File: src/hdl/ctlru_pkg.sv
`timescale 1ns / 1ps
// ----------------------------------------------------------------------------
// ctlru_pkg
// Shared constants, register codes and controller/datapath interface types
// for the cache and TLB LRU miss tracker.
// ----------------------------------------------------------------------------
package ctlru_pkg;

  localparam int MAX_CACHE_SETS = 1024;
  localparam int MAX_CACHE_WAYS = 16;
  localparam int MAX_TLB_SETS   = 64;
  localparam int MAX_TLB_WAYS   = 8;

  localparam int ADDR_W    = 48;
  localparam int STAMP_W   = 32;
  localparam int CFG_W     = 11;
  localparam int CFG_IDX_W = 3;

  localparam int MAX_SETS = (MAX_CACHE_SETS > MAX_TLB_SETS) ? MAX_CACHE_SETS : MAX_TLB_SETS;
  localparam int MAX_WAYS = (MAX_CACHE_WAYS > MAX_TLB_WAYS) ? MAX_CACHE_WAYS : MAX_TLB_WAYS;

  localparam int DIV_W  = $clog2(MAX_SETS + 1);
  localparam int WAY_W  = (MAX_WAYS > 1) ? $clog2(MAX_WAYS) : 1;
  localparam int WAYC_W = $clog2(MAX_WAYS + 1);
  localparam int DCNT_W = $clog2(ADDR_W);

  localparam int CENT    = MAX_CACHE_SETS * MAX_CACHE_WAYS;
  localparam int TENT    = MAX_TLB_SETS * MAX_TLB_WAYS;
  localparam int CADDR_W = (CENT > 1) ? $clog2(CENT) : 1;
  localparam int TADDR_W = (TENT > 1) ? $clog2(TENT) : 1;
  localparam int ENT_W   = 1 + STAMP_W + ADDR_W;

  localparam logic [CFG_IDX_W-1:0] REG_LINE_LOG2 = 3'd0;
  localparam logic [CFG_IDX_W-1:0] REG_CSETS     = 3'd1;
  localparam logic [CFG_IDX_W-1:0] REG_CWAYS     = 3'd2;
  localparam logic [CFG_IDX_W-1:0] REG_PAGE_LOG2 = 3'd3;
  localparam logic [CFG_IDX_W-1:0] REG_TSETS     = 3'd4;
  localparam logic [CFG_IDX_W-1:0] REG_TWAYS     = 3'd5;

  typedef struct packed {
    logic clr;
    logic accept;
    logic div_step;
    logic rd;
    logic cmp;
    logic wr;
    logic out_load;
  } cmd_t;

  typedef struct packed {
    logic cfg_clr;
    logic clr_last;
    logic div_last;
    logic way_last;
    logic sel_cache;
  } sts_t;

endpackage

File: src/hdl/ctlru_ctrl.sv
`timescale 1ns / 1ps
// ----------------------------------------------------------------------------
// ctlru_ctrl
// Sequencer: clearing sweep, accept, divide, way scan, update, result.
// ----------------------------------------------------------------------------
module ctlru_ctrl (
  input  logic             clk,
  input  logic             rst_n,
  input  logic             in_valid,
  output logic             in_stall,
  output logic             out_valid,
  input  logic             out_stall,
  input  ctlru_pkg::sts_t  sts,
  output ctlru_pkg::cmd_t  cmd
);

  typedef enum logic [2:0] {S_CLR, S_IDLE, S_DIV, S_RD, S_CMP, S_WR, S_DONE} state_t;

  state_t state_r;
  logic   out_valid_r;
  logic   slot_free;

  assign slot_free = !out_valid_r || !out_stall;
  assign in_stall  = (state_r != S_IDLE);
  assign out_valid = out_valid_r;

  always_comb begin
    cmd          = '0;
    cmd.clr      = (state_r == S_CLR);
    cmd.accept   = (state_r == S_IDLE) && in_valid;
    cmd.div_step = (state_r == S_DIV);
    cmd.rd       = (state_r == S_RD);
    cmd.cmp      = (state_r == S_CMP);
    cmd.wr       = (state_r == S_WR);
    cmd.out_load = (state_r == S_DONE) && slot_free;
  end

  always_ff @(posedge clk) begin
    if (!rst_n) begin
      state_r     <= S_CLR;
      out_valid_r <= 1'b0;
    end else begin
      if (cmd.out_load && !sts.cfg_clr) out_valid_r <= 1'b1;
      else if (out_valid_r && !out_stall) out_valid_r <= 1'b0;
      if (sts.cfg_clr) begin
        state_r <= S_CLR;
      end else begin
        unique case (state_r)
          S_CLR:  if (sts.clr_last) state_r <= S_IDLE;
          S_IDLE: if (in_valid) state_r <= S_DIV;
          S_DIV:  if (sts.div_last) state_r <= S_RD;
          S_RD:   state_r <= S_CMP;
          S_CMP:  state_r <= sts.way_last ? S_WR : S_RD;
          S_WR:   state_r <= sts.sel_cache ? S_DONE : S_DIV;
          S_DONE: if (slot_free) state_r <= S_IDLE;
          default: state_r <= S_CLR;
        endcase
      end
    end
  end

  a_accept_div: assert property (@(posedge clk) disable iff (!rst_n)
    (state_r == S_IDLE && in_valid && !sts.cfg_clr) |=> state_r == S_DIV)
    else $error("accepted transaction did not start divide");

  a_load_free: assert property (@(posedge clk) disable iff (!rst_n)
    cmd.out_load |-> !(out_valid_r && out_stall))
    else $error("result loaded over a stalled result");

  a_tlb_then_cache: assert property (@(posedge clk) disable iff (!rst_n)
    (state_r == S_WR && !sts.sel_cache && !sts.cfg_clr) |=> state_r == S_DIV)
    else $error("cache lookup did not follow TLB update");

endmodule

File: config.mk
export PLATFORM = sky130hd
export DESIGN_NAME = ctlru_ctrl
export DESIGN_NICKNAME = d
export VERILOG_FILES = /design/src/hdl/ctlru_pkg.sv /design/src/hdl/ctlru_ctrl.sv
export SDC_FILE = /design/constraint.sdc
export NUM_CORES = 1
export LEC_CHECK = 0
export BUFFER_PORTS_ARGS = -buffer_cell sky130_fd_sc_hd__buf_2
export CAP_MARGIN = 25
export CORE_AREA = 2 2 39 41
export DETAILED_ROUTE_END_ITERATION = 10
export DIE_AREA = 0 0 41 43
export SYNTH_ARGS = -nofsm -noshare
export SYNTH_HDL_FRONTEND = slang
export SYNTH_SLANG_ARGS = --single-unit
File: constraint.sdc
create_clock -name clk -period 3 [get_ports clk]
set_clock_uncertainty 0.15 [all_clocks]
set_input_delay 0.6 -clock clk [delete_from_list [all_inputs] [get_ports clk]]
set_output_delay 0.6 -clock clk [all_outputs]
set_load 0.02 [all_outputs]
=== Yosys cells after proc, flatten, opt, wreduce, memory -nomap -nowiden ===
Cells that the tools add are included.

* Flip-flop bits (word level): 4

* Bitwise operators: 1
* Equal/unequal tests: 11
* Multiplexer cells: 9
* Reduce and logical (&&, ||, !) cells: 12

{| class="wikitable"
|+ Operator list
! operator !! count
|-
| one-hot mux 3 bit (7 select lines) || 1
|-
| two-way mux 3 bit || 6
|-
| equality test 3 bit, second input constant || 3
|-
| != test 2 bit, second input constant || 4
|-
| equality test 3 x 2 -> 1 bit, second input constant || 2
|-
| logical AND 1 bit || 4
|-
| AND reduction 4 bit || 1
|-
| equality test 3 x 1 -> 1 bit, second input constant || 1
|-
| zero test 1 bit || 3
|-
| zero test 3 bit || 1
|-
| != test 3 x 1 -> 1 bit, second input constant || 1
|-
| two-way mux 1 bit || 2
|-
| nonzero test 2 bit || 1
|-
| OR reduction 2 bit || 1
|-
| logical OR 1 bit || 1
|-
| NOT 1 bit || 1
|}

=== Longest topological paths before layout ===
* Depth after elaboration: 5
* Mapped depth: 5

=== Least setup slack after synthesis ===
OpenSTA, ideal clock, no wires.

* Path kind: flip-flop to output port
* Start: register state_r[0]
* End: output cmd[5] in the netlist's numbering
* Stages on the path, launching flop included: 4
* Arrival time: 1.365 ns
* Path slack: 0.885 ns
* Cell sequence: dfxtp_1 > buf_2 > or3b_1 > nor2_1

{| class="wikitable"
|+ RTL lines
! what !! RTL line !! source
|-
| start: declaration || ctlru_ctrl.sv:19 || <nowiki>state_t state_r;</nowiki>
|-
| start signal: assignment || ctlru_ctrl.sv:53 || <nowiki>S_CMP: state_r <= sts.way_last ? S_WR : S_RD;</nowiki>
|-
| start signal: assignment || ctlru_ctrl.sv:54 || <nowiki>S_WR: state_r <= sts.sel_cache ? S_DONE : S_DIV;</nowiki>
|-
| end: declaration || ctlru_ctrl.sv:14 || <nowiki>output ctlru_pkg::cmd_t cmd</nowiki>
|}

==> qor.csv <==
metric;value;unit
status;complete, no violations;
post-route ant nets;0;
Final Hold Vio Count;0;
H-tree Lvls;1;
Max-slew headroom;0.7158;
post-DR wirelength/cell;9.054;um
Syn Area/Cell;7.568;sq um
mapped cell area;310.3;sq um
met2 usage in global routing;0.1125;
most numerous cell in the Yosys netlist;dfxtp_1;
slowest CP cell;dfxtp_1;
postcts setup bufs;0;
GP Congestion;0.6794;
layout cells sized above 1;0.3966;
setup ws final;799.7;ps
RSZ-0062 raised after global routing;no;
placed cell count;71;
Setup Viol. Count Final;0;
hold path depth;2;
Initial Utilization;0.2242;
global routing's busiest layer;met1;
Die Area;1763;sq um
crit path time final;2200;ps
clock share of power;0.444;
Cell Chain, Critical Path;or3b_1 -> nor2_1 -> buf_2;
clock sinks;4;
reg2reg setup slack;1380;ps
global route overflow;0;
Slew Limit Fails;0;
Routed WL;670;um
Via density;4.500;
Lkg Pwr;0.1934;nW
Worst-path clk slew;40;ps
Syn Nets;50;
Ports;18;
worst-path fanout max;15;
Worst-Margin Slew;425.7;ps
Comb power frac;0.158;
largest net degree at the start of global routing;16;
CTS max path bufs;2;
clock latency on the worst-skew pair;230;ps
first-pass GRT wire length;1.090;mm
Setup WS pre-CTS;1046;ps
1st-pass router iterations;4;
Starting DRT DRC Count;4;
Flop pwr share;0.397;
# port buffers;17;
Inserted Diodes;0;
Layout Nets;69;
arrival time at the worst endpoint;1450;ps
Seq/Total Area, Yosys;0.2581;
post-synthesis async set-or-reset flop share;0;
startpoint types;flip-flop;
Top FF cell, synth;dfxtp_1;
WS Path Type;flip-flop to output pin;
synth top area cells;dfxtp_1 26%, a21oi_2 8.5%, or3b_1 8.5%;
drt drc;0;
flops & latches, synth;4;
setup TNS;0;ps
crit end category;output pin;
switch share;0.2425;
area growth from synthesis to layout;36.29;%
fin crit share;0.7334;
CTS Hold Bufs;0;
CP delay by family, top;flip-flops;
vias in the first global route;266;
Post-CTS Resized;0;
R2R cell count;4;
number of synthesized flops with an enable pin;0;
Finished Layout Cells;74;
clk root buf;clkbuf_4;
Fmax;454.5;MHz
cell count after synthesis;41;
Net Sw Power;0.00003550;W
overall routing resource usage;0.09538;
Die H;43;um
CTS tree;built;
initial antenna violation count;0;
Worst Hold Class;input pin to flip-flop;
WP buf/inv;1;
synth unique cells;21;
worst stage delay on the critical path;570;ps
cts bufs inserted;3;
Worst Min Path Start;rst_n;
r2r endpoint;state_r[0]$_SDFFE_PP0P_;
met1 GRT Util;0.1318;
row count;14;
Die Wd;41;um
Synth area leader;dfxtp_1;
VDD IR max;0.1529;mV
Pwr Density;346.1;nW/um^2
Internal Power;0.0001109;W
worst flop-to-flop path startpoint;state_r[0]$_SDFFE_PP0P_;
Hold Path End;out_valid$_SDFFE_PN0P_;
post-synth top area share;0.2581;
YS warnings;0;
GR Util met3;0.04712;
maxcap violations;0;
core box area;1384;sq um
via count;333;
critical path required time;2250;ps
[flip-flops by register name, summed over array words and instances (netlist names)]
name,cells
out_valid,1
state_r,3
[worst register-to-register path, cell delays in order, from the launching register on]
cell and delay [ps]:
dfxtp_1 570, or3b_1 410, a21oi_2 180, or3_1 130, a21oi_1 70
[cell usage in the layout (no fill, tap or decap), drive strengths merged, types with 2 or more instances in the layout]
cell    count
dfxtp       4
nand2       2
nor2        2
o21ai       4
or3         3
nand3b      2
buf        17
or3b        3
nor3b       2
clkbuf      3
a21oi       6
inv         2
[metrics by stage]
step	total power [W]	hold slack, ps	instance area [sq um]	utilization
final	0.0001464	440.7	422.9	0.3056
after global routing	0.0001616	438.6	422.9	0.3056
after CTS	0.0001497	437.4	422.9	0.3056
after detailed placement	0.00008241	472.3	400.4	0.2893
after global placement	0.00008201	449.9	400.4	0.2893
after floorplan	0.00007307	486.5	310.3	-
[cells by family (layout without fill, tap and decap cells)]
| logic type | Yosys count | in the layout | share of synthesized area |
|---|---|---|---|
| flops | 4 | 4 | 0.2581 |
| buf+inv | 5 | 22 | 0.07258 |
| compound gates | 11 | 11 | 0.2218 |
| mux | 1 | 1 | 0.03226 |
| simple gates | 20 | 20 | 0.4154 |
[layer usage]
layer / routed length, um / part of all wire
met3: 72 / 0.11
met1: 346 / 0.52
met4: 0 / 0
met5: 0 / 0
met2: 251 / 0.37
[power groups by stage]
stage                     sequential [W]   clock, W  combinational [W]
after global placement         0.0000588          0          0.0000232
after floorplan                0.0000564          0          0.0000166
after detailed placement       0.0000589          0          0.0000235
after global routing           0.0000585  0.0000765          0.0000266
final                          0.0000581  0.0000651          0.0000232
after CTS                      0.0000581  0.0000680          0.0000236
[worst max path at each step]
stage / slack (ps) / end / from / cells after the start
6_report: 800 / cmd[5] / state_r[0]$_SDFFE_PP0P_ / 3
3_3_place_gp: 1060 / cmd[5] / state_r[0]$_SDFFE_PP0P_ / 3
3_5_place_dp: 1050 / cmd[5] / state_r[0]$_SDFFE_PP0P_ / 3
4_1_cts: 800 / cmd[5] / state_r[0]$_SDFFE_PP0P_ / 3
2_1_floorplan: 880 / cmd[5] / state_r[0]$_SDFFE_PP0P_ / 3
5_1_grt: 680 / cmd[5] / state_r[0]$_SDFFE_PP0P_ / 3
[layout make-up]
| cell class | instances | area (sq um) |
|---|---|---|
| Sequential cell | 4 | 80.08 |
| Multi-Input combinational cell | 32 | 207.7 |
| Inverter | 2 | 7.507 |
| Timing Repair Buffer | 17 | 85.08 |
| Clock buffer | 3 | 22.52 |
| Fill cell | 157 | 960.9 |
| Tap cell | 16 | 20.02 |
No activity file was read; power rests on OpenSTA's default activity.
